==> src/hw/rtl/jbcd_pkg.sv <==
// types and constants of the block coefficient decoder
package jbcd_pkg;

  typedef struct packed {
    logic [1:0]  component;
    logic [7:0]  symbol;
    logic [10:0] extra_bits;
  } item_t;

  typedef struct packed {
    logic signed [15:0] coefficient;
    logic [5:0]         position;
    logic               last_in_block;
    logic               error;
  } result_t;

  localparam logic [5:0] BlockLast     = 6'd63;
  localparam logic [3:0] DcMaxCategory = 4'd11;
  localparam logic [3:0] AcMaxSize     = 4'd10;
  localparam logic [7:0] SymZrl        = 8'hF0;
  localparam logic [7:0] SymEob        = 8'h00;
  localparam logic [6:0] ZrlSpan       = 7'd15;

endpackage

==> src/hw/rtl/jpeg_block_coefficient_decoder_unit.sv <==
// dc/ac run-length coefficient decoder for baseline jpeg blocks
// path: an item is registered on the take, decoded in S_MAG, for dc summed in S_DC,
// and its beats are loaded in S_EMIT; item_ready stays low from the take until the last
// beat is loaded; one beat a cycle while result_ready does not stall
// the rate is set by the single emit sequencer and the one shared 16-bit adder
// reset: synchronous, clears the block position (next item is dc) and all dc predictors
module jpeg_block_coefficient_decoder_unit #(
  parameter int NUM_COMPONENTS = 4
) (
  input  logic              clk,
  input  logic              rst,
  input  logic              item_valid,
  output logic              item_ready,
  input  jbcd_pkg::item_t   item,
  output logic              result_valid,
  input  logic              result_ready,
  output jbcd_pkg::result_t result
);

  localparam int CompW = (NUM_COMPONENTS > 1) ? $clog2(NUM_COMPONENTS) : 1;

  localparam logic [1:0] S_IDLE = 2'd0;
  localparam logic [1:0] S_MAG  = 2'd1;
  localparam logic [1:0] S_DC   = 2'd2;
  localparam logic [1:0] S_EMIT = 2'd3;

  logic [1:0]        state;
  jbcd_pkg::item_t   item_q;
  logic [5:0]        pos;
  logic [5:0]        cur;
  logic [5:0]        end_pos;
  logic [15:0]       value;
  logic              has_value;
  logic              err;
  logic [15:0]       pred [NUM_COMPONENTS];
  logic              out_valid;
  jbcd_pkg::result_t out_q;

  logic [3:0]  size;
  logic [3:0]  run;
  logic [3:0]  size_m1;
  logic [11:0] mask;
  logic [11:0] masked;
  logic [11:0] masked_top;
  logic        top;
  logic [15:0] add_a;
  logic [15:0] add_b;
  logic [15:0] add_sum;
  logic [6:0]  sum_run;
  logic [6:0]  sum_zrl;
  logic        is_dc;
  logic        dec_err;
  logic [5:0]  dec_end;
  logic        dec_hv;
  logic [CompW-1:0] comp_idx;
  logic        load;
  logic        done;

  assign item_ready   = (state == S_IDLE);
  assign result_valid = out_valid;
  assign result       = out_q;

  assign size       = item_q.symbol[3:0];
  assign run        = item_q.symbol[7:4];
  assign size_m1    = size - 4'd1;
  assign mask       = (12'd1 << size) - 12'd1;
  assign masked     = {1'b0, item_q.extra_bits} & mask;
  assign masked_top = masked >> size_m1;
  assign top        = masked_top[0];
  assign comp_idx   = item_q.component[CompW-1:0];
  assign is_dc      = (pos == 6'd0);
  assign sum_run    = {1'b0, pos} + {3'b000, run};
  assign sum_zrl    = {1'b0, pos} + jbcd_pkg::ZrlSpan;

  // shared adder: magnitude offset, then predictor update
  always_comb begin
    if (state == S_DC) begin
      add_a = pred[comp_idx];
      add_b = value;
    end else begin
      add_a = {4'd0, masked};
      if (size == 4'd0 || top) begin
        add_b = 16'd0;
      end else begin
        add_b = 16'd1 - (16'd1 << size);
      end
    end
  end
  assign add_sum = add_a + add_b;

  always_comb begin
    dec_err = 1'b0;
    dec_end = pos;
    dec_hv  = 1'b1;
    if (is_dc) begin
      dec_err = (32'(item_q.component) >= 32'(NUM_COMPONENTS)) ||
                (item_q.symbol > {4'd0, jbcd_pkg::DcMaxCategory});
      dec_end = 6'd0;
    end else if (item_q.symbol == jbcd_pkg::SymEob) begin
      dec_end = jbcd_pkg::BlockLast;
      dec_hv  = 1'b0;
    end else if (item_q.symbol == jbcd_pkg::SymZrl) begin
      dec_err = (sum_zrl > {1'b0, jbcd_pkg::BlockLast});
      dec_end = sum_zrl[5:0];
      dec_hv  = 1'b0;
    end else begin
      dec_err = (size == 4'd0) || (size > jbcd_pkg::AcMaxSize) ||
                (sum_run > {1'b0, jbcd_pkg::BlockLast});
      dec_end = sum_run[5:0];
    end
  end

  assign load = (state == S_EMIT) && (!out_valid || result_ready);
  assign done = err || (cur == end_pos);

  always_ff @(posedge clk) begin
    if (rst) begin
      state     <= S_IDLE;
      pos       <= 6'd0;
      out_valid <= 1'b0;
      for (int i = 0; i < NUM_COMPONENTS; i++) begin
        pred[i] <= 16'd0;
      end
    end else begin
      if (result_ready && !load) begin
        out_valid <= 1'b0;
      end
      case (state)
        S_IDLE: begin
          if (item_valid) begin
            item_q <= item;
            state  <= S_MAG;
          end
        end
        S_MAG: begin
          value     <= add_sum;
          err       <= dec_err;
          end_pos   <= dec_end;
          has_value <= dec_hv;
          cur       <= pos;
          state     <= (is_dc && !dec_err) ? S_DC : S_EMIT;
        end
        S_DC: begin
          value          <= add_sum;
          pred[comp_idx] <= add_sum;
          state          <= S_EMIT;
        end
        S_EMIT: begin
          if (load) begin
            out_valid           <= 1'b1;
            out_q.coefficient   <= (!err && has_value && cur == end_pos) ?
                                   $signed(value) : 16'sd0;
            out_q.position      <= cur;
            out_q.last_in_block <= err || (cur == jbcd_pkg::BlockLast);
            out_q.error         <= err;
            if (done) begin
              pos   <= (err || end_pos == jbcd_pkg::BlockLast) ? 6'd0 : end_pos + 6'd1;
              state <= S_IDLE;
            end else begin
              cur <= cur + 6'd1;
            end
          end
        end
        default: begin
          state <= S_IDLE;
        end
      endcase
    end
  end

endmodule

==> config.mk <==
export PLATFORM = sky130hd
export DESIGN_NAME = jpeg_block_coefficient_decoder_unit
export DESIGN_NICKNAME = d
export VERILOG_FILES = /design/src/hw/rtl/jbcd_pkg.sv /design/src/hw/rtl/jpeg_block_coefficient_decoder_unit.sv
export SDC_FILE = /design/constraint.sdc
export NUM_CORES = 1
export LEC_CHECK = 0
export BUFFER_PORTS_ARGS = -buffer_cell sky130_fd_sc_hd__buf_2
export CORE_MARGIN = 1.5
export CORE_UTILIZATION = 45
export DETAILED_ROUTE_END_ITERATION = 12
export GPL_TIMING_DRIVEN = 0
export PLACE_DENSITY = 0.68
export SKIP_LAST_GASP = 1
export SLEW_MARGIN = 0
export SYNTH_ARGS = -nofsm -noshare
export SYNTH_HDL_FRONTEND = slang
export SYNTH_SLANG_ARGS = --single-unit
==> constraint.sdc <==
create_clock -name clk -period 6.5 [get_ports clk]
set_clock_uncertainty 0.1 [all_clocks]
set_input_delay 0.325 -clock clk [delete_from_list [all_inputs] [get_ports clk]]
set_output_delay 0.325 -clock clk [all_outputs]
set_load 0.01 [all_outputs]
# Word-level counts from Yosys, hierarchy flattened
# Memories as Yosys holds them, arrays and structs flattened. A register that Yosys moved wholly into a read port is not among the register bits.
# Index checks and enable logic that the tools add are counted.
dict set report classes {
  n_mux 31
  mul 0
  order_cmp 4
  n_reduce_logical 30
  n_div 0
  addsub 8
  shifts 3
  n_eq_ne 11
  bitwise 2
}
# op n
set op_table {}
lappend op_table {{$mux W16} 4}
lappend op_table {{$mux W6} 5}
lappend op_table {{$add A16 B16 Y16} 1}
lappend op_table {{$reduce_or A16 Y1} 1}
lappend op_table {{$shl A1 B4 Y16 const A} 1}
lappend op_table {{$sub A1 B16 Y16 const A} 1}
lappend op_table {{$mux W1} 15}
lappend op_table {{$gt A7 B6 Y1 const B} 2}
lappend op_table {{$add A6 B1 Y6 const B} 2}
lappend op_table {{$and A11 B12 Y12} 1}
lappend op_table {{$eq A6 B6 Y1 const B} 2}
lappend op_table {{$pmux W6 S2} 1}
lappend op_table {{$reduce_and A3 Y1} 4}
lappend op_table {{$shl A1 B4 Y12 const A} 1}
lappend op_table {{$shr A12 B4 Y1} 1}
lappend op_table {{$sub A12 B1 Y12 const B} 1}
lappend op_table {{$mux W2} 5}
lappend op_table {{$eq A8 B8 Y1 const B} 1}
lappend op_table {{$gt A8 B4 Y1 const B} 1}
lappend op_table {{$logic_not A8 Y1} 1}
lappend op_table {{$ne A2 B2 Y1 const B} 4}
lappend op_table {{$pmux W2 S4} 1}
lappend op_table {{$add A6 B4 Y7} 1}
lappend op_table {{$add A6 B4 Y7 const B} 1}
lappend op_table {{other kinds (16)} 31}
dict set report word_totals {
  inputBits 25
  n_memories 1
  output_inout_bits 26
  latch_bits 0
  ram_bits 64
  reg_bits 84
  wordCells 105
  mem_bits_ro 0
}
# memory words word_bits read_ports rd_clocked_by_memory_dff write_ports line_no
set mem_list {}
lappend mem_list {pred 4 16 1 1 4 jpeg_block_coefficient_decoder_unit.sv:35} ;# logic [15:0] pred [NUM_COMPONENTS];

# Longest topological paths before layout
dict set report depth {
  word_depth 10
  ltp_mapped 27
  depth_no_buf 24
}

# Worst setup path after synthesis
# OpenSTA, ideal clock, no wires.
dict set report synth_timing {
  path_kind {register to register}
  from {reg item_q[11] (netlist bit)}
  to {mem pred[0][14], data pin}
  setup_time_ns 0.262
  arrival_time_ns 5.122
  path_stages_with_launch 28
  setup_slack_ns 1.016
  synth_period_minus_slack_ns 5.484
  required_ns 6.138
  n_path_buf 3
  cell_sequence {edfxtp_1 clkbuf_1 inv_1 ha_1 nand2_1 nor2_1 inv_1 ha_1 clkbuf_1 nor2b_1 o21ai_0 a31oi_1 a31oi_1 a31oi_1 nor2_2 buf_2 a21o_1 ha_1 inv_1 fa_1 nor2b_1 o21ai_1 a21oi_1 o21a_1 o21ai_1 a21o_1 a311o_1 mux2_1}
}
# item line_no
set synth_lines {}
lappend synth_lines {{start, declared} jpeg_block_coefficient_decoder_unit.sv:28} ;# jbcd_pkg::item_t item_q;
lappend synth_lines {{start signal, assigned} jpeg_block_coefficient_decoder_unit.sv:131} ;# item_q <= item;
lappend synth_lines {{end, declared} jpeg_block_coefficient_decoder_unit.sv:35}

==> summary.md <==
| Metric | Value |
|---|---|
| First-pass GRT wire length | 32,530 um |
| Core ar. | 18,150 sq um |
| Std cell rows | 49 |
| Period utilization | 94.59% |
| Ratio of cells with drive above 1 in the final layout | 16.99% |
| Root buffer cell | clkbuf_16 |
| Detailed placer's ending HPWL | 14,650 um |
| Post-synth ARST share | 0% |
| Slew Limit Headroom | 34.69% |
| Die area | 19,490 sq um |
| Vias per inst | 5.675 |
| Maximum VDD drop | 0.2387 mV |
| Clock Pin Slew Worst Setup and Hold Paths | 0.07 ns |
| Top cells by area, synth | edfxtp_1, ha_1, nor2_1, mux4_2, nand2_1 |
| Power Dens Cells | 375.6 nW/um^2 |
| Least-Margin Pin Slew | 0.9797 ns |
| Drt wl/cell | 18.46 um |
| Max FO, Critical Path | 10 |
| Post-synth top area cell | edfxtp_1 |
| Final routed DRC violation total | 7 |
| Post-synth top area share | 49.72% |
| Synth Flop Type | edfxtp_1 |
| Routed wire length | 20,310 um |
| Hold WS | 0.1178 ns |
| Critical path endpoint category | flop |
| #FFs+latches synth | 150 |
| Max-cap violations | 0 |
| Post-route minimum period | 6.148 ns |
| Max Fclk | 162.6 MHz |
| Synth Instances | 763 |
| P_leak | 0.003773 uW |
| Clock tree from TritonCTS | built |
| Initial antenna violation count | 0 |
| Clock Latency Late Sink | 0.44 ns |
| Most numerous cell on the critical path | ha_1 |
| Fin. Hold Viols | 0 |
| Post-Syn Nets | 825 |
| WS Path Type | reg2reg |
| Final slew viol count | 0 |
| Seq/Total Area, Yosys | 52.34% |
| Synthesized area per cell | 11.00 sq um |
| Initial DRT Pass Iterations | 9 |
| Vias | 6,242 |
| Worst Path Arrival | 6.24 ns |
| Vias in the first global route | 6,086 |
| Largest net degree at the start of global routing | 23 |
| Commonest non-fill, non-tap cells in the layout | edfxtp_1, nor2_1, nand2_1 |
| Global Route Usage Sum | 21.91% |
| Count of different cell masters after synthesis | 71 |
| I/O Pins | 51 |
| Clock Tree Buf Depth | 2 |
| Worst path slowest cell | a311o_1 |
| Mapped Area | 8396 sq um |
| RePlAce Congestion | 0.8997 |
| Synthesis Warnings | 0 |
| Final setup violation count | 0 |
| H-tree depth | 4 |
| Critical Path Source Type | flop |
| Most common cell after layout, fill and taps aside | edfxtp_1 |
| CP bufs+invs | 7 |
| Die W | 139.6 um |
| DR iter-0 viols | 555 |
| Nets | 920 |
| Cell family with most CP delay | compound AO/OA/AOI/OAI gates |
| IO buf count | 50 |
| Diodes inserted | 0 |
| Failing checks | DRC |
| Remaining antenna violation count | 0 |
| Crit-path max cell delay | 0.47 ns |
| Initial core utilization | 46.26% |
| Outcome | complete, but fails checks |
| CTS sink count | 150 |
| Req. time, crit path | 6.59 ns |
| Num CTS Buffers | 17 |
| Post-synth EDFFs | 139 |
| Vert. Die Dim | 139.6 um |
| GR Overflow Total | 0 |
| Hold Path Class | in2reg |
| Post-DP Area | 8980 sq um |
| Layout Area Growth over Synthesis | 17.17% |
| Final Instance Area | 9837 sq um |
| RSZ-0062 raised after global routing | false |
==> cells by family after synthesis <==
logic type      after synthesis  synth area share [%]
simple gates                283                 16.30
flops                       150                 52.34
compound gates              148                 11.74
buf+inv                      74                 3.547
xor+xnor                     39                 4.068
fa+ha+maj                    37                 5.693
mux                          32                 6.304
==> tightest hold or removal path, delay by kind of cell <==
family	cells	cell delay (ns)
buffers and inverters	1	0.07
and+or+nand+nor	3	0.21
==> synth_stat cells, types with 9 or more instances <==
master,instances
nor3_1,28
xnor2_1,17
inv_1,34
edfxtp_1,139
nand2_1,59
o21ai_0,37
xor2_1,22
nand2b_1,12
and2_1,20
nand3_1,18
ha_1,35
nor2_1,101
a21oi_1,34
clkbuf_1,24
mux4_2,16
dfxtp_1,11
mux2i_1,9
==> state kept, by name, summed over array words and instances (netlist names), named ones only <==
| register | cells |
|---|---|
| err | 1 |
| pos | 6 |
| state | 2 |
| item_q | 19 |
| result_valid | 1 |
| cur | 6 |
| pred | 64 |
| value | 16 |
| result | 24 |
| has_value | 1 |
| end_pos | 6 |
| comp_idx | 2 |
==> per-layer routing <==
layer / up-vias / track usage [%] / wire length (um)
li1: 2981 / - / -
met3: 31 / 4.129 / 1199
met5: - / 0 / 0
met1: 3024 / 28.96 / 8953
met2: 206 / 35.87 / 9739
met4: 0 / 8.643 / 416
==> final timing paths <==
check,start,end,slack (ns),cells past startpoint
setup / recovery,item_q[11],pred[0][14],0.35,27
hold / removal,result_ready,result_valid,0.12,4
setup reg to reg,item_q[11],pred[0][14],0.35,27
hold reg to reg,state[0],state[0],0.44,2
==> per-stage QoR <==
step | TNS, ns | instances | setup WS (ns) | power (uW) | utilization, %
4_1_cts | 0 | 1097 | 0.06251 | 3662 | 53.86
5_1_grt | 0 | 1100 | 0.05322 | 3900 | 54.21
6_report | 0 | 1100 | 0.3515 | 3695 | 54.21
3_5_place_dp | -1.282 | 1044 | -0.1922 | 2674 | 49.48
2_1_floorplan | 0 | 763 | 1.016 | 2277 | -
3_3_place_gp | -1.206 | 1042 | -0.1960 | 2637 | 49.22
==> power breakdown <==
group          internal, uW  total [uW]  switching [uW]
Combinational           492        1360             870
Clock                   569         974             405
Sequential             1260        1360            96.5
Total                  2320        3690            1370
==> cell type report <==
| type | instances | area [sq um] |
|---|---|---|
| plain buffers | 38 | 168.9 |
| clock buffers | 19 | 432.9 |
| clock inverters | 13 | 146.4 |
| fillers | 1606 | 8310 |
| inverters | 35 | 133.9 |
| multi-input cells | 539 | 3741 |
| flip-flops and latches | 150 | 4394 |
| well taps | 229 | 286.5 |
| repair buffers | 77 | 533.0 |
==> repair_timing <==
| action | CTS | global route |
|---|---|---|
| gates resized for setup | 3 | 12 |
| endpoints found under the hold margin | 21 | 0 |
| hold buffers | 21 | 0 |
| pin swaps | 0 | 1 |
| endpoints found under the setup margin | 25 | 35 |
| buffers inserted | 0 | 4 |
Note: power is estimated with default switching activity, not from simulation.
